### src/hw/rtl/ntew_pkg.sv
// Shared types, token codes and helpers for the number-to-English-words block.
// No dependencies; every other file in hw/rtl imports this package.
`timescale 1ns / 1ps
`default_nettype none

package ntew_pkg;

   localparam int NUM_W           = 31;
   localparam int BIN_W           = NUM_W + (NUM_W % 2);  // padded to whole bit pairs
   localparam int DD_STEPS        = BIN_W / 2;            // two bits per cycle
   localparam int GROUPS          = 4;
   localparam int DIGITS          = 3 * GROUPS;
   localparam int SLOTS           = 5;                    // hund digit, Hundred, tens, ones, scale
   localparam int SLOTS_ALL       = GROUPS * SLOTS;
   localparam int WORD_W          = 5;
   localparam int QUEUE_DEPTH_DEF = 2;

   localparam logic [WORD_W-1:0] TOK_ZERO      = 5'd0;
   localparam logic [WORD_W-1:0] TOK_TEN       = 5'd10;
   localparam logic [WORD_W-1:0] TOK_TENS_BASE = 5'd18;
   localparam logic [WORD_W-1:0] TOK_HUNDRED   = 5'd28;
   localparam logic [WORD_W-1:0] TOK_THOUSAND  = 5'd29;

   typedef logic [DIGITS-1:0][3:0] bcd_type;

   typedef struct packed {
      logic empty;
      logic full;
   } q_stat_type;

   // One double-dabble step: add 3 to every digit of 5 or more, then shift b in.
   function automatic bcd_type dd_shift(input bcd_type bcd, input logic b);
      bcd_type          adj;
      logic [4*DIGITS:0] sh;
      adj = bcd;
      for (int i = 0; i < DIGITS; i++) begin
         if (adj[i] >= 4'd5) begin
            adj[i] = adj[i] + 4'd3;
         end
      end
      sh = {adj, b};
      return sh[4*DIGITS-1:0];
   endfunction

endpackage : ntew_pkg

`default_nettype wire

### src/hw/rtl/ntew_if.sv
// Valid/ready channel interfaces for the number beats and the word-token beats.
// Depends on ntew_pkg for field widths.
`timescale 1ns / 1ps
`default_nettype none

interface ntew_req_if;
   import ntew_pkg::*;
   logic             valid;
   logic             ready;
   logic [NUM_W-1:0] number;

   modport source (output valid, output number, input ready);
   modport sink   (input valid, input number, output ready);
endinterface : ntew_req_if

interface ntew_rsp_if;
   import ntew_pkg::*;
   logic              valid;
   logic              ready;
   logic [WORD_W-1:0] word;
   logic              last_word;

   modport source (output valid, output word, output last_word, input ready);
   modport sink   (input valid, input word, input last_word, output ready);
endinterface : ntew_rsp_if

`default_nettype wire

### src/hw/rtl/ntew_front.sv
// Front end: takes a number beat and converts it to decimal digits by double
// dabble, two bits per cycle, then pushes the digits into the queue. Uses ntew_pkg.
`timescale 1ns / 1ps
`default_nettype none

module ntew_front (
   input  wire logic                clock,
   input  wire logic                reset,
   ntew_req_if.sink                 req_ch,
   input  wire ntew_pkg::q_stat_type q_stat,
   output logic                     push,
   output ntew_pkg::bcd_type        push_data
);
   import ntew_pkg::*;

   localparam int CNT_W = $clog2(DD_STEPS);

   typedef enum logic [1:0] {F_IDLE, F_CONV, F_HOLD} state_type;

   state_type        state_ff;
   logic [CNT_W-1:0] cnt_ff;
   logic [BIN_W-1:0] bin_ff;
   bcd_type          bcd_ff;

   bcd_type bcd_step;
   logic    last_step;
   logic    accept;

   assign bcd_step  = dd_shift(dd_shift(bcd_ff, bin_ff[BIN_W-1]), bin_ff[BIN_W-2]);
   assign last_step = (state_ff == F_CONV) && (cnt_ff == CNT_W'(DD_STEPS - 1));
   assign push      = (last_step || (state_ff == F_HOLD)) && !q_stat.full;
   assign push_data = (state_ff == F_HOLD) ? bcd_ff : bcd_step;

   // next number may come in on the same cycle the finished digits leave
   assign req_ch.ready = (state_ff == F_IDLE) || push;
   assign accept       = req_ch.valid && req_ch.ready;

   always_ff @(posedge clock) begin
      if (reset) begin
         state_ff <= F_IDLE;
         cnt_ff   <= '0;
      end else begin
         unique case (state_ff)
            F_IDLE: begin
               if (accept) begin
                  state_ff <= F_CONV;
               end
            end
            F_CONV: begin
               if (last_step) begin
                  if (!push) begin
                     state_ff <= F_HOLD;
                  end else if (!accept) begin
                     state_ff <= F_IDLE;
                  end
               end
            end
            F_HOLD: begin
               if (push) begin
                  state_ff <= accept ? F_CONV : F_IDLE;
               end
            end
            default: state_ff <= F_IDLE;
         endcase
         if (accept) begin
            cnt_ff <= '0;
         end else if (state_ff == F_CONV) begin
            cnt_ff <= cnt_ff + 1'b1;
         end
      end

      if (accept) begin
         bin_ff <= BIN_W'(req_ch.number);
         bcd_ff <= '0;
      end else if (state_ff == F_CONV) begin
         bin_ff <= {bin_ff[BIN_W-3:0], 2'b00};
         bcd_ff <= bcd_step;
      end
   end

endmodule : ntew_front

`default_nettype wire

### src/hw/rtl/ntew_queue.sv
// Short FIFO of converted digit sets between the front end and the token sequencer.
// Uses ntew_pkg for the entry and status types.
`timescale 1ns / 1ps
`default_nettype none

module ntew_queue #(
   parameter int DEPTH = ntew_pkg::QUEUE_DEPTH_DEF
) (
   input  wire logic                 clock,
   input  wire logic                 reset,
   input  wire logic                 push,
   input  wire ntew_pkg::bcd_type    push_data,
   input  wire logic                 pop,
   output ntew_pkg::bcd_type         head,
   output ntew_pkg::q_stat_type      stat
);
   import ntew_pkg::*;

   localparam int PTR_W = (DEPTH > 1) ? $clog2(DEPTH) : 1;
   localparam int CNT_W = $clog2(DEPTH + 1);

   bcd_type          entry_ff [DEPTH];
   logic [PTR_W-1:0] wr_ptr_ff, wr_ptr_in;
   logic [PTR_W-1:0] rd_ptr_ff, rd_ptr_in;
   logic [CNT_W-1:0] cnt_ff, cnt_in;

   assign head       = entry_ff[rd_ptr_ff];
   assign stat.empty = (cnt_ff == '0);
   assign stat.full  = (cnt_ff == CNT_W'(DEPTH));

   always_comb begin
      wr_ptr_in = wr_ptr_ff;
      rd_ptr_in = rd_ptr_ff;
      cnt_in    = cnt_ff;
      if (push) begin
         wr_ptr_in = (wr_ptr_ff == PTR_W'(DEPTH - 1)) ? '0 : wr_ptr_ff + 1'b1;
      end
      if (pop) begin
         rd_ptr_in = (rd_ptr_ff == PTR_W'(DEPTH - 1)) ? '0 : rd_ptr_ff + 1'b1;
      end
      if (push && !pop) begin
         cnt_in = cnt_ff + 1'b1;
      end else if (pop && !push) begin
         cnt_in = cnt_ff - 1'b1;
      end
   end

   always_ff @(posedge clock) begin
      if (reset) begin
         wr_ptr_ff <= '0;
         rd_ptr_ff <= '0;
         cnt_ff    <= '0;
      end else begin
         wr_ptr_ff <= wr_ptr_in;
         rd_ptr_ff <= rd_ptr_in;
         cnt_ff    <= cnt_in;
      end
      if (push) begin
         entry_ff[wr_ptr_ff] <= push_data;
      end
   end

endmodule : ntew_queue

`default_nettype wire

### src/hw/rtl/ntew_back.sv
// Token sequencer: turns the digit set at the queue head into word-token beats,
// one per cycle while the receiver is ready, through an output register. Uses ntew_pkg.
`timescale 1ns / 1ps
`default_nettype none

module ntew_back (
   input  wire logic                 clock,
   input  wire logic                 reset,
   input  wire ntew_pkg::bcd_type    head,
   input  wire ntew_pkg::q_stat_type q_stat,
   output logic                      pop,
   ntew_rsp_if.source                rsp_ch
);
   import ntew_pkg::*;

   // slots in reading order: group 3 first, five slots per group
   logic [SLOTS_ALL-1:0]             slot_vld;
   logic [SLOTS_ALL-1:0][WORD_W-1:0] slot_code;
   logic                             num_nz;

   logic                  busy_ff, busy_in;
   logic [SLOTS_ALL-1:0]  pend_ff, pend_in;
   logic                  rsp_valid_ff, rsp_valid_in;
   logic [WORD_W-1:0]     word_ff, word_in;
   logic                  last_ff, last_in;

   logic [SLOTS_ALL-1:0]  pend_cur;
   logic [SLOTS_ALL-1:0]  low;
   logic [SLOTS_ALL-1:0]  rem;
   logic [WORD_W-1:0]     tok;
   logic                  emit;

   assign num_nz = |head;

   for (genvar g = 0; g < GROUPS; g++) begin : g_grp
      localparam int BASE = (GROUPS - 1 - g) * SLOTS;
      logic [3:0] h, t, o;
      logic       teen;

      assign h    = head[3*g+2];
      assign t    = head[3*g+1];
      assign o    = head[3*g];
      assign teen = (t == 4'd1) && (o != 4'd0);

      assign slot_vld[BASE+0]  = (h != 4'd0);
      assign slot_code[BASE+0] = {1'b0, h};
      assign slot_vld[BASE+1]  = (h != 4'd0);
      assign slot_code[BASE+1] = TOK_HUNDRED;
      assign slot_vld[BASE+2]  = (t != 4'd0);
      assign slot_code[BASE+2] = teen        ? TOK_TEN + {1'b0, o} :
                                 (t == 4'd1) ? TOK_TEN : TOK_TENS_BASE + {1'b0, t};
      assign slot_vld[BASE+3]  = (o != 4'd0) && (t != 4'd1);
      assign slot_code[BASE+3] = {1'b0, o};

      if (g == 0) begin : g_low
         // lowest group has no scale word; its slot carries Zero instead
         assign slot_vld[BASE+4]  = !num_nz;
         assign slot_code[BASE+4] = TOK_ZERO;
      end else begin : g_scale
         assign slot_vld[BASE+4]  = (h != 4'd0) || (t != 4'd0) || (o != 4'd0);
         assign slot_code[BASE+4] = TOK_THOUSAND + WORD_W'(g - 1);
      end
   end

   assign pend_cur = busy_ff ? pend_ff : slot_vld;
   assign low      = pend_cur & (~pend_cur + 1'b1);
   assign rem      = pend_cur & ~low;
   assign emit     = (busy_ff || !q_stat.empty) && (!rsp_valid_ff || rsp_ch.ready);
   assign pop      = emit && (rem == '0);

   always_comb begin
      tok = '0;
      for (int k = 0; k < SLOTS_ALL; k++) begin
         if (low[k]) begin
            tok = tok | slot_code[k];
         end
      end
   end

   always_comb begin
      busy_in      = busy_ff;
      pend_in      = pend_ff;
      rsp_valid_in = rsp_valid_ff && !rsp_ch.ready;
      word_in      = word_ff;
      last_in      = last_ff;
      if (emit) begin
         busy_in      = (rem != '0);
         pend_in      = rem;
         rsp_valid_in = 1'b1;
         word_in      = tok;
         last_in      = (rem == '0);
      end
   end

   always_ff @(posedge clock) begin
      if (reset) begin
         busy_ff      <= 1'b0;
         rsp_valid_ff <= 1'b0;
      end else begin
         busy_ff      <= busy_in;
         rsp_valid_ff <= rsp_valid_in;
      end
      pend_ff <= pend_in;
      word_ff <= word_in;
      last_ff <= last_in;
   end

   assign rsp_ch.valid     = rsp_valid_ff;
   assign rsp_ch.word      = word_ff;
   assign rsp_ch.last_word = last_ff;

endmodule : ntew_back

`default_nettype wire

### src/hw/rtl/number_to_english_word_tokens.sv
// Path: the converter shifts each number into decimal digits two bits at a time,
// pushes the digit set into the queue, and the sequencer puts each word into the output register.
// Throughput: the double-dabble converter can take the next number as it pushes the digits of the last;
// words leave at one per cycle while words are waiting and the receiver is ready.
// Reset (synchronous): converter idle, queue empty, no word beat pending.
// Top level; depends on ntew_pkg, ntew_if, ntew_front, ntew_queue, ntew_back.
`timescale 1ns / 1ps
`default_nettype none

module number_to_english_word_tokens #(
   parameter int QUEUE_DEPTH = ntew_pkg::QUEUE_DEPTH_DEF
) (
   input wire logic   clock,
   input wire logic   reset,
   ntew_req_if.sink   req_ch,
   ntew_rsp_if.source rsp_ch
);
   import ntew_pkg::*;

   logic       push;
   bcd_type    push_data;
   logic       pop;
   bcd_type    head;
   q_stat_type q_stat;

   ntew_front u_front (
      .clock     (clock),
      .reset     (reset),
      .req_ch    (req_ch),
      .q_stat    (q_stat),
      .push      (push),
      .push_data (push_data)
   );

   ntew_queue #(
      .DEPTH (QUEUE_DEPTH)
   ) u_queue (
      .clock     (clock),
      .reset     (reset),
      .push      (push),
      .push_data (push_data),
      .pop       (pop),
      .head      (head),
      .stat      (q_stat)
   );

   ntew_back u_back (
      .clock  (clock),
      .reset  (reset),
      .head   (head),
      .q_stat (q_stat),
      .pop    (pop),
      .rsp_ch (rsp_ch)
   );

endmodule : number_to_english_word_tokens

`default_nettype wire

### src/flat_wrapper.sv
// flat-port wrapper written by rule: the top's interface ports become plain ports
module number_to_english_word_tokens_flat import ntew_pkg::*;
#(
   parameter int QUEUE_DEPTH = ntew_pkg::QUEUE_DEPTH_DEF
)
  (clock, reset, req_ch_valid, req_ch_number, req_ch_ready, rsp_ch_valid, rsp_ch_word, rsp_ch_last_word, rsp_ch_ready);
  ntew_req_if req_ch_i ();
  ntew_rsp_if rsp_ch_i ();
  input wire logic clock;
  input wire logic reset;
  input wire logic [$bits(req_ch_i.valid)-1:0] req_ch_valid;
  input wire logic [$bits(req_ch_i.number)-1:0] req_ch_number;
  output wire logic [$bits(req_ch_i.ready)-1:0] req_ch_ready;
  output wire logic [$bits(rsp_ch_i.valid)-1:0] rsp_ch_valid;
  output wire logic [$bits(rsp_ch_i.word)-1:0] rsp_ch_word;
  output wire logic [$bits(rsp_ch_i.last_word)-1:0] rsp_ch_last_word;
  input wire logic [$bits(rsp_ch_i.ready)-1:0] rsp_ch_ready;
  assign req_ch_i.valid = req_ch_valid;
  assign req_ch_i.number = req_ch_number;
  assign req_ch_ready = req_ch_i.ready;
  assign rsp_ch_valid = rsp_ch_i.valid;
  assign rsp_ch_word = rsp_ch_i.word;
  assign rsp_ch_last_word = rsp_ch_i.last_word;
  assign rsp_ch_i.ready = rsp_ch_ready;
  number_to_english_word_tokens #(.QUEUE_DEPTH(QUEUE_DEPTH)) u_core (.clock(clock), .reset(reset), .req_ch(req_ch_i), .rsp_ch(rsp_ch_i));
endmodule
### config.mk
export PLATFORM = sky130hd
export DESIGN_NAME = number_to_english_word_tokens_flat
export DESIGN_NICKNAME = d
export VERILOG_FILES = /design/src/hw/rtl/ntew_pkg.sv /design/src/hw/rtl/ntew_if.sv /design/src/hw/rtl/ntew_front.sv /design/src/hw/rtl/ntew_queue.sv /design/src/hw/rtl/ntew_back.sv /design/src/hw/rtl/number_to_english_word_tokens.sv /design/src/flat_wrapper.sv
export SDC_FILE = /design/constraint.sdc
export NUM_CORES = 1
export LEC_CHECK = 0
export BUFFER_PORTS_ARGS = -buffer_cell sky130_fd_sc_hd__buf_2
export CORE_ASPECT_RATIO = 0.75
export CORE_MARGIN = 2
export CORE_UTILIZATION = 30
export CTS_CLUSTER_DIAMETER = 50
export CTS_CLUSTER_SIZE = 30
export DETAILED_ROUTE_END_ITERATION = 6
export HOLD_SLACK_MARGIN = 0.06
export PLACE_DENSITY = 0.5
export SYNTH_ARGS = -nofsm -noshare
export SYNTH_HDL_FRONTEND = slang
export SYNTH_HIERARCHICAL = 1
export SYNTH_SLANG_ARGS = --single-unit
### constraint.sdc
create_clock -name clock -period 4.3 [get_ports clock]
set_input_delay 0.645 -clock clock [delete_from_list [all_inputs] [get_ports clock]]
set_output_delay 0.645 -clock clock [all_outputs]
set_load 0.01 [all_outputs]
# After elaboration in Yosys (flattened, before gate mapping)
# Memory sizes are Yosys's and may differ from the RTL's. A register that Yosys moved wholly into a read port is not among the register bits.
# Index checks and enable logic that the tools add are counted.
word_totals:
  input_bits: 35
  mem_bits_rw: 96
  memories: 1
  regBits: 118
  word_cells: 243
memory_table:
  columns: ["memory", "depth", "width", "read_ports", "rd_clocked_by_memory_dff", "wr", "line_no", "rtl"]
  rows:
  - ["u_core.u_queue.entry_ff", 2, 48, 1, 1, 1, "ntew_queue.sv:22", "bcd_type entry_ff [DEPTH];"]
op_classes:
  magnitude_cmp: 24
  bitwise: 15
  n_mux: 71
  n_reduce_logical: 54
  add_sub_neg: 38
  eq_ne: 16
op_table:
  columns: ["op", "count"]
  rows:
  - ["2-to-1 mux 5 bit", 26]
  - [">= comparator 4 x 3 -> 1 bit, second input constant", 24]
  - ["2-to-1 mux 4 bit", 23]
  - ["adder 4 x 2 -> 4 bit, second input constant", 22]
  - ["2-to-1 mux 31 bit", 2]
  - ["2-to-1 mux 48 bit", 1]
  - ["nonzero test 4 bit", 12]
  - ["OR reduction 48 bit", 1]
  - ["bitwise AND 20 bit", 2]
  - ["inverter 20 bit", 2]
  - ["OR 5 x 4 -> 5 bit", 7]
  - ["adder 20 x 1 -> 20 bit, second input constant", 1]
  - ["adder 4 x 4 -> 5 bit, first input constant", 4]
  - ["adder 5 x 4 -> 5 bit, first input constant", 4]
  - ["zero test 20 bit", 1]
  - ["2-to-1 mux 20 bit", 1]
  - ["OR 5 bit", 4]
  - ["nonzero test 20 bit", 1]
  - ["== test 4 x 1 -> 1 bit, second input constant", 4]
  - ["logical AND 1 bit", 16]
  - ["inequality test 4 x 1 -> 1 bit, second input constant", 4]
  - ["2-to-1 mux 2 bit", 7]
  - ["logical OR 1 bit", 10]
  - ["2-to-1 mux 1 bit", 8]
  - ["17 further kinds", 31]

# Longest topological paths before layout
# Gate-level depths: netlist of run 1.
logic_depth:
  depth_word: 37
  ltp_mapped: 15
  mapped_depth_nobuf: 12

# By module
# Netlist of run 1, hierarchy kept.
modules_own_cells:
  columns: ["module", "area_each_um2", "seq_area_each_um2", "cells_each", "n_inst"]
  rows:
  - ["ntew_front", 5728.0, 2031.9, 627, 1]
  - ["ntew_queue", 3671.0, 2982.9, 171, 1]
  - ["ntew_back", 2700.1, 790.8, 313, 1]

# Worst setup path after synthesis of run 1
# Ideal clock, no wire load.
synth_timing:
  kind: "register -> register"
  from: "register u_core.u_back.busy_ff"
  to: "register u_core.u_queue.cnt_ff[1]"
  path_stages_with_launch: 9
  setup_ps: 70
  arrival_ps: 4227
  setup_slack_ps: 3
  path_buffers: 1
  cell_sequence: "dfxtp_1 -> clkinv_1 -> clkbuf_1 -> a21boi_0 -> nor4b_2 -> inv_1 -> ha_1 -> or3_1 -> a21oi_1"
synth_between:
  elab_cells_between_ends: 15
synth_rtl:
  columns: ["element", "line_no", "rtl"]
  rows:
  - ["start, declared", "ntew_back.sv:21", "logic busy_ff, busy_in;"]
  - ["start signal, assigned", "ntew_back.sv:100", "busy_ff <= busy_in;"]
  - ["logical OR 1 bit *", "ntew_back.sv:68", "assign emit = (busy_ff || !q_stat.empty) && (!rsp_valid_ff || rsp_ch.ready);"]
  - ["logical AND 1 bit *", "ntew_back.sv:68", null]
  - ["net u_core.u_back.emit", "ntew_back.sv:31", "logic emit;"]
  - ["logical AND 1 bit *", "ntew_back.sv:69", "assign pop = emit && (rem == '0);"]
  - ["net u_core.pop", "number_to_english_word_tokens.sv:22", "logic pop;"]
  - ["zero test 1 bit", "ntew_queue.sv:41", "if (push && !pop) begin"]
  - ["logical AND 1 bit", "ntew_queue.sv:41", null]
  - ["2-to-1 mux 2 bit or nonzero test 2 bit (tied branches)", null, null]
  - ["end signal, assigned", "ntew_queue.sv:56", "cnt_ff <= cnt_in;"]
  - ["end, declared", "ntew_queue.sv:25", "logic [CNT_W-1:0] cnt_ff, cnt_in;"]
# The timed path passes the listed nets; every way through them passes the cells marked *.
# A chain may end at the register's enable or synchronous reset.

==> report_table.html, run 1 <==
<table>
<tr><th>Metric</th><th>Value</th></tr>
<tr><th colspan="2">Power and ir drop</th></tr>
<tr><td>Power Density</td><td>approximately 540 nW/um2</td></tr>
<tr><td>Maximum vdd drop</td><td>298 uV</td></tr>
<tr><td>Static leakage power</td><td>about 5.4 nW</td></tr>
<tr><td>Final Power</td><td>7.95 mW</td></tr>
<tr><th colspan="2">Layout</th></tr>
<tr><td>Final cell utilization of the core</td><td>around 37%</td></tr>
<tr><td>Area grow syn2layout</td><td>20.9%</td></tr>
<tr><td>Sequential cell area</td><td>5810 um2</td></tr>
<tr><td>Final instance area</td><td>about 15,000 um2</td></tr>
<tr><td>Layout cells sized above 1</td><td>between 20% and 30%</td></tr>
<tr><td>Finished Layout Cells</td><td>1,785</td></tr>
<tr><td>Number of diodes</td><td>0</td></tr>
<tr><td>Net total in the final layout</td><td>1,317</td></tr>
<tr><td>Area of the multi-input gates</td><td>between 6000 and 7000 um2</td></tr>
<tr><td>Filler Cell Count</td><td>about 4,000</td></tr>
<tr><th colspan="2">GRT</th></tr>
<tr><td>Global-route wire length before repair</td><td>approximately 48,000 um</td></tr>
<tr><td>Initial antenna violation count</td><td>0</td></tr>
<tr><td>GRT Overall Usage</td><td>14.1%</td></tr>
<tr><td>Total congestion overflow after global routing</td><td>0</td></tr>
<tr><td>Maximum number of pins on one net before global-route repair</td><td>roughly 50</td></tr>
<tr><td>Number of global-route vias before repair</td><td>between 8,000 and 9,000</td></tr>
<tr><th colspan="2">Clock tree</th></tr>
<tr><td>Number of clock buffers inserted by TritonCTS</td><td>25</td></tr>
<tr><td>Deepest level of the CTS H-tree</td><td>1</td></tr>
<tr><td>Clock slew seen by the registers of the worst setup and hold paths</td><td>around 0.070 ns</td></tr>
<tr><td>Maximum number of buffers from clock root to sink</td><td>3</td></tr>
<tr><td>Total clock sinks</td><td>214</td></tr>
<tr><td>Count of hold buffers inserted by post-cts repair</td><td>0</td></tr>
<tr><td>Insertion delay of the later-clocked pin in the worst-skew pair</td><td>0.56 ns</td></tr>
<tr><td>Buffer type at the clock tree root</td><td>sky130_fd_sc_hd__clkbuf_16</td></tr>
<tr><td>TritonCTS clock tree</td><td>done</td></tr>
<tr><th colspan="2">Setup path</th></tr>
<tr><td>Endpoint arrival time on the critical path</td><td>roughly 4.7 ns</td></tr>
<tr><td>Library cell appearing most often on the critical path</td><td>sky130_fd_sc_hd__or4_4</td></tr>
<tr><td>Sum of buffers and inverters on the critical path</td><td>3</td></tr>
<tr><td>Biggest fanout along the worst timing path</td><td>7</td></tr>
<tr><td>Kind of start point of the critical path</td><td>flop</td></tr>
<tr><td>CP max stage delay</td><td>about 0.54 ns</td></tr>
<tr><td>Required time at the endpoint of the critical path</td><td>~4.8 ns</td></tr>
<tr><td>CP Cell Sequence</td><td>buf_12 -&gt; mux2_4 -&gt; or4_4 -&gt; or4_4 -&gt; a2111o_1 -&gt; buf_6 -&gt; o41ai_4 -&gt; a32oi_2 -&gt; nor4b_2 -&gt; inv_1 -&gt; ha_2 -&gt; xor2_1 -&gt; or3_1 -&gt; a21oi_1</td></tr>
<tr><td>Sort of element at the end of the critical path</td><td>flop</td></tr>
<tr><td>Critical path type</td><td>reg -&gt; reg</td></tr>
<tr><td>Dominant delay contributor by cell family on the critical path</td><td>simple AND/OR/NAND/NOR gates</td></tr>
<tr><td>Library cell contributing the largest single delay on the critical path</td><td>sky130_fd_sc_hd__or4_4</td></tr>
<tr><th colspan="2">Floorplanning</th></tr>
<tr><td>Die Width</td><td>236 um</td></tr>
<tr><td># IOs</td><td>43</td></tr>
<tr><td>Area enclosed by the die boundary</td><td>42,000 um2</td></tr>
<tr><td>Row count</td><td>63</td></tr>
<tr><td>Initial core utilization</td><td>between 30% and 40%</td></tr>
<tr><td>Core area</td><td>just under 40,000 um2</td></tr>
<tr><td>Die H</td><td>178 um</td></tr>
<tr><th colspan="2">Logic synthesis</th></tr>
<tr><td>Syn_area_per_cell</td><td>10.9 um2</td></tr>
<tr><td>Number of warning messages in the yosys log</td><td>6</td></tr>
<tr><td>Number of instances in the synthesized netlist</td><td>1,111</td></tr>
<tr><td>Post-synthesis instance area</td><td>~12,000 um2</td></tr>
<tr><td>Register area share after synthesis</td><td>a little under half</td></tr>
<tr><td>Nets in the synthesized netlist</td><td>1,182</td></tr>
<tr><td>Fraction of registers with async set or reset after synthesis</td><td>0%</td></tr>
<tr><td>Number of enable flip-flop cells after synthesis</td><td>roughly 150</td></tr>
<tr><td>Ys flop type</td><td>sky130_fd_sc_hd__edfxtp_1</td></tr>
<tr><td>Synthesized flop and latch total</td><td>214</td></tr>
<tr><td>Distinct cells, synth</td><td>between 70 and 80</td></tr>
<tr><th colspan="2">Place</th></tr>
<tr><td>Post-DP HPWL</td><td>21,200 um</td></tr>
<tr><td>Post-Place Setup Slack</td><td>-0.0761 ns</td></tr>
<tr><td>Cell count after placement</td><td>about 1,700</td></tr>
<tr><td>Number of port buffers</td><td>between 40 and 50</td></tr>
<tr><td>Final estimated routing congestion in global placement</td><td>between 0.8 and 0.9</td></tr>
<tr><td>Post-Place Cell Area</td><td>~13,000 um2</td></tr>
<tr><th colspan="2">Timing</th></tr>
<tr><td>Final number of setup-violating endpoints</td><td>0</td></tr>
<tr><td>Worst slew pin tran</td><td>approximately 0.90 ns</td></tr>
<tr><td>Total Negative Setup Slacks</td><td>0 ns</td></tr>
<tr><td>Unrepaired setup endpoints after global routing</td><td>yes</td></tr>
<tr><td>Hold Violations, Final</td><td>0</td></tr>
<tr><td>Portion of the clock cycle consumed by the worst path in the final layout</td><td>98.4%</td></tr>
<tr><td>Worst relative slew slack</td><td>~40%</td></tr>
<tr><td>Highest achievable clock rate</td><td>between 200 and 250 MHz</td></tr>
<tr><td>Hold slack final</td><td>roughly 0.39 ns</td></tr>
<tr><td>Worst Setup Slack, final</td><td>0.0697 ns</td></tr>
<tr><td>Max Transition Viols Final</td><td>0</td></tr>
<tr><td>Final clock skew</td><td>around 0.022 ns</td></tr>
<tr><td>Time the final worst path needs with I/O delays and setup</td><td>4.23 ns</td></tr>
<tr><th colspan="2">Route</th></tr>
<tr><td>Met2 WL post-DR</td><td>11,500 um</td></tr>
<tr><td>Iteration count of the initial detailed-routing pass</td><td>5</td></tr>
<tr><td>Average wire length per cell after detail routing</td><td>roughly 17 um</td></tr>
<tr><td>Antenna Violating Nets Remaining</td><td>0</td></tr>
<tr><td>DR vias</td><td>9,005</td></tr>
<tr><td>Wire length the detailed router placed on met1</td><td>around 16,000 um</td></tr>
<tr><td>Number of remaining DRC errors</td><td>0</td></tr>
<tr><td>Met3 Routed Length</td><td>between 1500 and 2000 um</td></tr>
<tr><td>Highest metal layer used by the detailed router</td><td>met4</td></tr>
<tr><td>Routed vias/inst</td><td>5.04</td></tr>
<tr><td>Total length of routed wires</td><td>29,700 um</td></tr>
<tr><td>Iteration-0 DRC count of the detailed router</td><td>around 670</td></tr>
<tr><th colspan="2">Worst hold path</th></tr>
<tr><td>Worst Hold Class</td><td>in -&gt; reg</td></tr>
<tr><th colspan="2">Outcome</th></tr>
<tr><td>Status</td><td>completed</td></tr>
<tr><th colspan="2">Run</th></tr>
<tr><td>Max-cap violations</td><td>0</td></tr>
</table>
-- metal layers --
| metal | vias up | GRT usage (%) |
|---|---|---|
| met5 | - | 0 |
| met4 | 0 | 3.11 |
| met3 | 33 | 2.97 |
| met2 | 198 | 19.3 |
| met1 | 4309 | 22.0 |
| li1 | 4465 | - |
-- Yosys cell counts, drive strengths merged, types with 6 or more instances --
library cell / count / area, um2
a21o: 11 / 82.6
a21oi: 73 / 407
a22o: 27 / 238
a32oi: 15 / 131
and2: 9 / 56.3
buf: 18 / 115
clkbuf: 23 / 96.3
dfxtp: 62 / 1240
edfxtp: 152 / 4560
ha: 36 / 450
inv: 36 / 135
mux2: 125 / 1450
mux2i: 26 / 260
nand2: 93 / 349
nand2b: 25 / 156
nand3: 7 / 35.0
nor2: 87 / 327
nor3: 18 / 90.1
nor4: 15 / 115
nor4b: 7 / 88.8
o21ai: 82 / 410
o22ai: 19 / 125
o31ai: 6 / 45.0
or2b: 9 / 67.6
or4: 13 / 109
xnor2: 20 / 175
xor2: 19 / 166
-- area by class of cell --
class,count,area share [%]
multi-input combinational,819,41.4
timing repair buffer,149,7.31
sequential,214,39.7
clock inverter,20,1.86
inverter,37,0.950
clock buffer,26,4.30
tap,520,4.45
-- final timing paths --
check                       startpoint                        end  slack [ns]  depth (start not counted)
min                   req_ch_number[6]   u_core/u_front/bin_ff[6]        0.39                          2
min reg2reg  u_core/u_front/bin_ff[29]  u_core/u_front/bin_ff[31]        0.51                          2
max                               flop   u_core/u_queue/cnt_ff[1]        0.07                         14
max reg2reg                       flop   u_core/u_queue/cnt_ff[1]        0.07                         14
-- cells by family (layout without fill, tap and decap cells) --
kind of cell,count (synthesis),after routing,share of synthesized area (%)
adder cells (fa/ha/maj),38,38,3.89
AO/OA/AOI/OAI,284,284,15.4
AND/OR/NAND/NOR,307,307,12.9
multiplexers,151,151,14.1
buffers and inverters,78,232,2.90
flip-flops,214,214,48.0
XOR/XNOR,39,39,2.82
-- where the power goes --
part           switching [mW]  internal [mW]  total, mW  leakage, nW
registers               0.249           2.68       2.93         1.91
clock network            1.07           1.22       2.29        0.434
logic                    1.52           1.21       2.73         3.09
-- flip-flops by register name, indices dropped and copies added (netlist names), named ones only --
name                            cells
u_core/u_front/state_ff             2
u_core/u_back/busy_ff               1
u_core/u_back/rsp_ch.last_word      1
u_core/u_queue/rd_ptr_ff            1
u_core/u_back/rsp_ch.word           5
u_core/u_back/rsp_ch.valid          1
u_core/u_front/cnt_ff               4
u_core/u_back/pend_ff              19
u_core/u_queue/entry_ff            96
u_core/u_queue/wr_ptr_ff            1
u_core/u_front/bin_ff              32
u_core/u_queue/cnt_ff               2
u_core/u_front/bcd_ff              48
-- worst register-to-register path, cell delays in order, from the launching register on --
cell,delay [ns]
sky130_fd_sc_hd__dfxtp_4,0.39
sky130_fd_sc_hd__buf_12,0.14
sky130_fd_sc_hd__mux2_4,0.31
sky130_fd_sc_hd__or4_4,0.54
sky130_fd_sc_hd__or4_4,0.53
sky130_fd_sc_hd__a2111o_1,0.49
sky130_fd_sc_hd__buf_6,0.17
sky130_fd_sc_hd__o41ai_4,0.34
sky130_fd_sc_hd__a32oi_2,0.18
sky130_fd_sc_hd__nor4b_2,0.28
sky130_fd_sc_hd__inv_1,0.08
sky130_fd_sc_hd__ha_2,0.17
sky130_fd_sc_hd__xor2_1,0.14
sky130_fd_sc_hd__or3_1,0.31
sky130_fd_sc_hd__a21oi_1,0.12
-- placed cells by master, fill, tap and decap left out, types with 25 or more instances in the layout --
cell	n
sky130_fd_sc_hd__clkbuf_16	25
sky130_fd_sc_hd__a21oi_1	62
sky130_fd_sc_hd__buf_2	42
sky130_fd_sc_hd__mux2_2	112
sky130_fd_sc_hd__ha_1	35
sky130_fd_sc_hd__o21ai_0	79
sky130_fd_sc_hd__dfxtp_1	61
sky130_fd_sc_hd__buf_4	101
sky130_fd_sc_hd__inv_1	35
sky130_fd_sc_hd__edfxtp_1	152
sky130_fd_sc_hd__mux2i_1	26
sky130_fd_sc_hd__nor2_1	86
sky130_fd_sc_hd__a22o_1	26
sky130_fd_sc_hd__nand2_1	93
-- timing repair --
action                                  CTS  global route
resized for setup                        18             2
cloned                                    1             0
pin swaps                                 7             1
setup buffers                            13             1
endpoints found under the setup margin    2             5
Note: power is estimated with default switching activity, not from simulation.
==> run 2: changes to the inputs <==
- BUFFER_PORTS_ARGS: -buffer_cell sky130_fd_sc_hd__buf_2 -> not set
- DONT_BUFFER_PORTS: not set -> 1
- PLACE_DENSITY: 0.5 -> 0.49
- REMOVE_ABC_BUFFERS: not set -> 1
==> run 2 against run 1 <==
Effect of this change: the run now ends with negative setup slack left; via count down 0.68%; utilization down 0.73 points; register-to-register slack worse by 0.13 ns; flip-flop and latch count unchanged; count of clock-buffer cells in the layout unchanged; final area down 2.0%; die area unchanged; combinational power about the same; non-clock buffer count down 58; largest cell class unchanged.
==> report_table.html, run 2 (same netlist as run 1, synthesis figures left out) <==
<table>
<tr><th>Metric</th><th>Value</th></tr>
<tr><th colspan="2">Clock tree</th></tr>
<tr><td>TritonCTS clock tree</td><td>done</td></tr>
<tr><td>Buffer type at the clock tree root</td><td>sky130_fd_sc_hd__clkbuf_16</td></tr>
<tr><td>Deepest level of the CTS H-tree</td><td>1</td></tr>
<tr><td>Maximum number of buffers from clock root to sink</td><td>3</td></tr>
<tr><td>Clock slew seen by the registers of the worst setup and hold paths</td><td>0.07 ns</td></tr>
<tr><td>Number of clock buffers inserted by TritonCTS</td><td>25</td></tr>
<tr><td>Insertion delay of the later-clocked pin in the worst-skew pair</td><td>around 0.54 ns</td></tr>
<tr><td>Total clock sinks</td><td>roughly 210</td></tr>
<tr><th colspan="2">GRT</th></tr>
<tr><td>Number of global-route vias before repair</td><td>roughly 8,400</td></tr>
<tr><td>Global-route wire length before repair</td><td>around 48,000 um</td></tr>
<tr><td>GRT Overall Usage</td><td>14.5%</td></tr>
<tr><td>Total congestion overflow after global routing</td><td>0</td></tr>
<tr><td>Maximum number of pins on one net before global-route repair</td><td>46</td></tr>
<tr><td>Initial antenna violation count</td><td>0</td></tr>
<tr><th colspan="2">Timing</th></tr>
<tr><td>Final number of setup-violating endpoints</td><td>1</td></tr>
<tr><td>Portion of the clock cycle consumed by the worst path in the final layout</td><td>101%</td></tr>
<tr><td>Time the final worst path needs with I/O delays and setup</td><td>~4.4 ns</td></tr>
<tr><td>Max Transition Viols Final</td><td>0</td></tr>
<tr><td>Worst Setup Slack, final</td><td>-0.0582 ns</td></tr>
<tr><td>Hold Violations, Final</td><td>0</td></tr>
<tr><td>Unrepaired setup endpoints after global routing</td><td>yes</td></tr>
<tr><td>Worst slew pin tran</td><td>~1.2 ns</td></tr>
<tr><td>Final clock skew</td><td>~0.029 ns</td></tr>
<tr><td>Total Negative Setup Slacks</td><td>-0.0582 ns</td></tr>
<tr><td>Worst relative slew slack</td><td>approximately 22%</td></tr>
<tr><td>Highest achievable clock rate</td><td>229 MHz</td></tr>
<tr><th colspan="2">Place</th></tr>
<tr><td>Final estimated routing congestion in global placement</td><td>slightly above 0.8</td></tr>
<tr><td>Post-Place Setup Slack</td><td>-0.146 ns</td></tr>
<tr><td>Number of port buffers</td><td>0</td></tr>
<tr><td>Post-DP HPWL</td><td>21,200 um</td></tr>
<tr><th colspan="2">Floorplanning</th></tr>
<tr><td>Die Width</td><td>between 200 and 250 um</td></tr>
<tr><td>Row count</td><td>63</td></tr>
<tr><td>Initial core utilization</td><td>a little under a third</td></tr>
<tr><td>Area enclosed by the die boundary</td><td>around 42,000 um2</td></tr>
<tr><td>Die H</td><td>about 180 um</td></tr>
<tr><td># IOs</td><td>43</td></tr>
<tr><td>Core area</td><td>roughly 40,000 um2</td></tr>
<tr><th colspan="2">Layout</th></tr>
<tr><td>Register containing the most flip-flops in the final layout</td><td>u_core/u_queue/entry_ff</td></tr>
<tr><td>Net total in the final layout</td><td>about 1,300</td></tr>
<tr><td>Max reg flops</td><td>96</td></tr>
<tr><td>Number of diodes</td><td>0</td></tr>
<tr><td>Area grow syn2layout</td><td>18.5%</td></tr>
<tr><td>Largest registers</td><td>u_core/u_queue/entry_ff x96, u_core/u_front/bcd_ff x48, u_core/u_front/bin_ff x32</td></tr>
<tr><td>Commonest non-fill, non-tap cells in the layout</td><td>sky130_fd_sc_hd__edfxtp_1 (152), sky130_fd_sc_hd__mux2_2 (109), sky130_fd_sc_hd__nand2_1 (93)</td></tr>
<tr><td>Most frequent standard cell in the layout excluding fill and tap cells</td><td>sky130_fd_sc_hd__edfxtp_1</td></tr>
<tr><td>Layout cells sized above 1</td><td>about 25%</td></tr>
<tr><th colspan="2">Power and ir drop</th></tr>
<tr><td>Share of power burned in combinational logic</td><td>34.5%</td></tr>
<tr><td>Switching part of the total power</td><td>35.6%</td></tr>
<tr><td>Power dissipated by switching net loads</td><td>2.79 mW</td></tr>
<tr><td>Maximum vdd drop</td><td>252 uV</td></tr>
<tr><td>Power Density</td><td>roughly 550 nW/um2</td></tr>
<tr><td>Clock Power Share</td><td>28.1%</td></tr>
<tr><td>Internal power summed over all cells</td><td>~5.0 mW</td></tr>
<tr><td>Static leakage power</td><td>~5.2 nW</td></tr>
<tr><td>Share of power burned in registers</td><td>a little under two fifths</td></tr>
<tr><th colspan="2">Route</th></tr>
<tr><td>Antenna Violating Nets Remaining</td><td>0</td></tr>
<tr><td>Number of remaining DRC errors</td><td>0</td></tr>
<tr><td>Iteration count of the initial detailed-routing pass</td><td>5</td></tr>
<tr><td>Iteration-0 DRC count of the detailed router</td><td>~860</td></tr>
<tr><td>Total length of routed wires</td><td>30,400 um</td></tr>
<tr><td>Routed vias/inst</td><td>roughly 5.2</td></tr>
<tr><td>Average wire length per cell after detail routing</td><td>approximately 18 um</td></tr>
<tr><td>DR vias</td><td>approximately 8,900</td></tr>
<tr><th colspan="2">Outcome</th></tr>
<tr><td>Status</td><td>finished with violations</td></tr>
<tr><td>Violations in the final reports</td><td>negative setup slack</td></tr>
<tr><th colspan="2">Run</th></tr>
<tr><td>Max-cap violations</td><td>0</td></tr>
<tr><th colspan="2">Setup path</th></tr>
<tr><td>Reg2reg setup slack</td><td>-0.06 ns</td></tr>
<tr><td>Endpoint arrival time on the critical path</td><td>4.82 ns</td></tr>
<tr><td>Biggest fanout along the worst timing path</td><td>7</td></tr>
<tr><td>Dominant delay contributor by cell family on the critical path</td><td>simple AND/OR/NAND/NOR gates</td></tr>
<tr><td>Worst-case reg-to-reg path depth</td><td>14</td></tr>
<tr><td>WP depth</td><td>14</td></tr>
<tr><td>CP Cell Sequence</td><td>buf_6 -&gt; buf_6 -&gt; mux2_2 -&gt; or4_4 -&gt; or4_4 -&gt; a2111o_2 -&gt; o41ai_4 -&gt; o211ai_1 -&gt; nor4b_4 -&gt; inv_2 -&gt; ha_4 -&gt; xor2_1 -&gt; or3_1 -&gt; a21oi_2</td></tr>
<tr><td>CP max stage delay</td><td>approximately 0.55 ns</td></tr>
<tr><td>Sum of buffers and inverters on the critical path</td><td>3</td></tr>
<tr><td>Critical path type</td><td>reg -&gt; reg</td></tr>
<tr><td>Library cell contributing the largest single delay on the critical path</td><td>sky130_fd_sc_hd__a2111o_2</td></tr>
<tr><td>Sort of element at the end of the critical path</td><td>flop</td></tr>
<tr><td>Required time at the endpoint of the critical path</td><td>between 4 and 5 ns</td></tr>
<tr><td>Kind of start point of the critical path</td><td>flop</td></tr>
<tr><th colspan="2">Worst hold path</th></tr>
<tr><td>Number of cells on the worst hold path</td><td>1</td></tr>
<tr><td>Worst Hold Class</td><td>in -&gt; reg</td></tr>
</table>
[run 2: area by class of cell]
type | count | area [um2]
well taps | 520 | 651
flip-flops and latches | 214 | 5810
repair buffers | 91 | 767
fillers | 3903 | 25300
multi-input cells | 819 | 6100
clock inverters | 19 | 228
inverters | 37 | 139
clock buffers | 26 | 639
[run 2: power by group through the flow]
stage,clock network (mW),logic [mW],registers (mW)
2_1_floorplan,0,2.13,2.92
3_3_place_gp,0,2.64,2.98
3_5_place_dp,0,2.68,2.98
4_1_cts,2.26,2.70,2.93
5_1_grt,2.35,3.06,2.98
6_report,2.20,2.70,2.93
[run 2: metrics by stage]
stage                     hold WS [ns]  power, mW  std cells  utilization (%)  area (um2)
final                            0.178       7.83       1726             36.2       14300
after global routing             0.146       8.38       1726             36.2       14300
after CTS                        0.149       7.89       1723             35.9       14200
after detailed placement         0.437       5.66       1672             33.4       13200
after global placement           0.433       5.62       1672             33.4       13200
after floorplan                  0.418       5.04       1070                -       11900
[run 2: repair_timing]
item                                   CTS  global route
gates cloned                             1             0
endpoints found under the hold margin    0             0
resized for setup                       20            14
hold buffers                             0             0
buffers inserted                         5             3
setup endpoints to repair                2             4
pin swaps                               11             6
[run 2: metal layers]
metal  global-route usage [%]  vias to the layer above  part of all wire, %
li1                         -                     4368                    -
met1                     22.7                     4319                   54
met2                     20.2                      226                   39
met3                     3.14                       31                  6.0
met4                     2.20                        0                  1.3
met5                        0                        -                    0
[run 2: final timing paths]
check / from / end
max: flop / u_core/u_queue/cnt_ff[1]
max reg2reg: flop / u_core/u_queue/cnt_ff[1]
min reg2reg: u_core/u_front/bin_ff[29] / u_core/u_front/bin_ff[31]
min: reset / flop
[run 2: worst register-to-register path, cell delays in order, from the launching register on]
cell and delay (ns):
sky130_fd_sc_hd__dfxtp_4 0.40, sky130_fd_sc_hd__buf_6 0.13, sky130_fd_sc_hd__buf_6 0.10, sky130_fd_sc_hd__mux2_2 0.34, sky130_fd_sc_hd__or4_4 0.51, sky130_fd_sc_hd__or4_4 0.44
sky130_fd_sc_hd__a2111o_2 0.55, sky130_fd_sc_hd__o41ai_4 0.36, sky130_fd_sc_hd__o211ai_1 0.25, sky130_fd_sc_hd__nor4b_4 0.38, sky130_fd_sc_hd__inv_2 0.08, sky130_fd_sc_hd__ha_4 0.16
sky130_fd_sc_hd__xor2_1 0.14, sky130_fd_sc_hd__or3_1 0.32, sky130_fd_sc_hd__a21oi_2 0.11
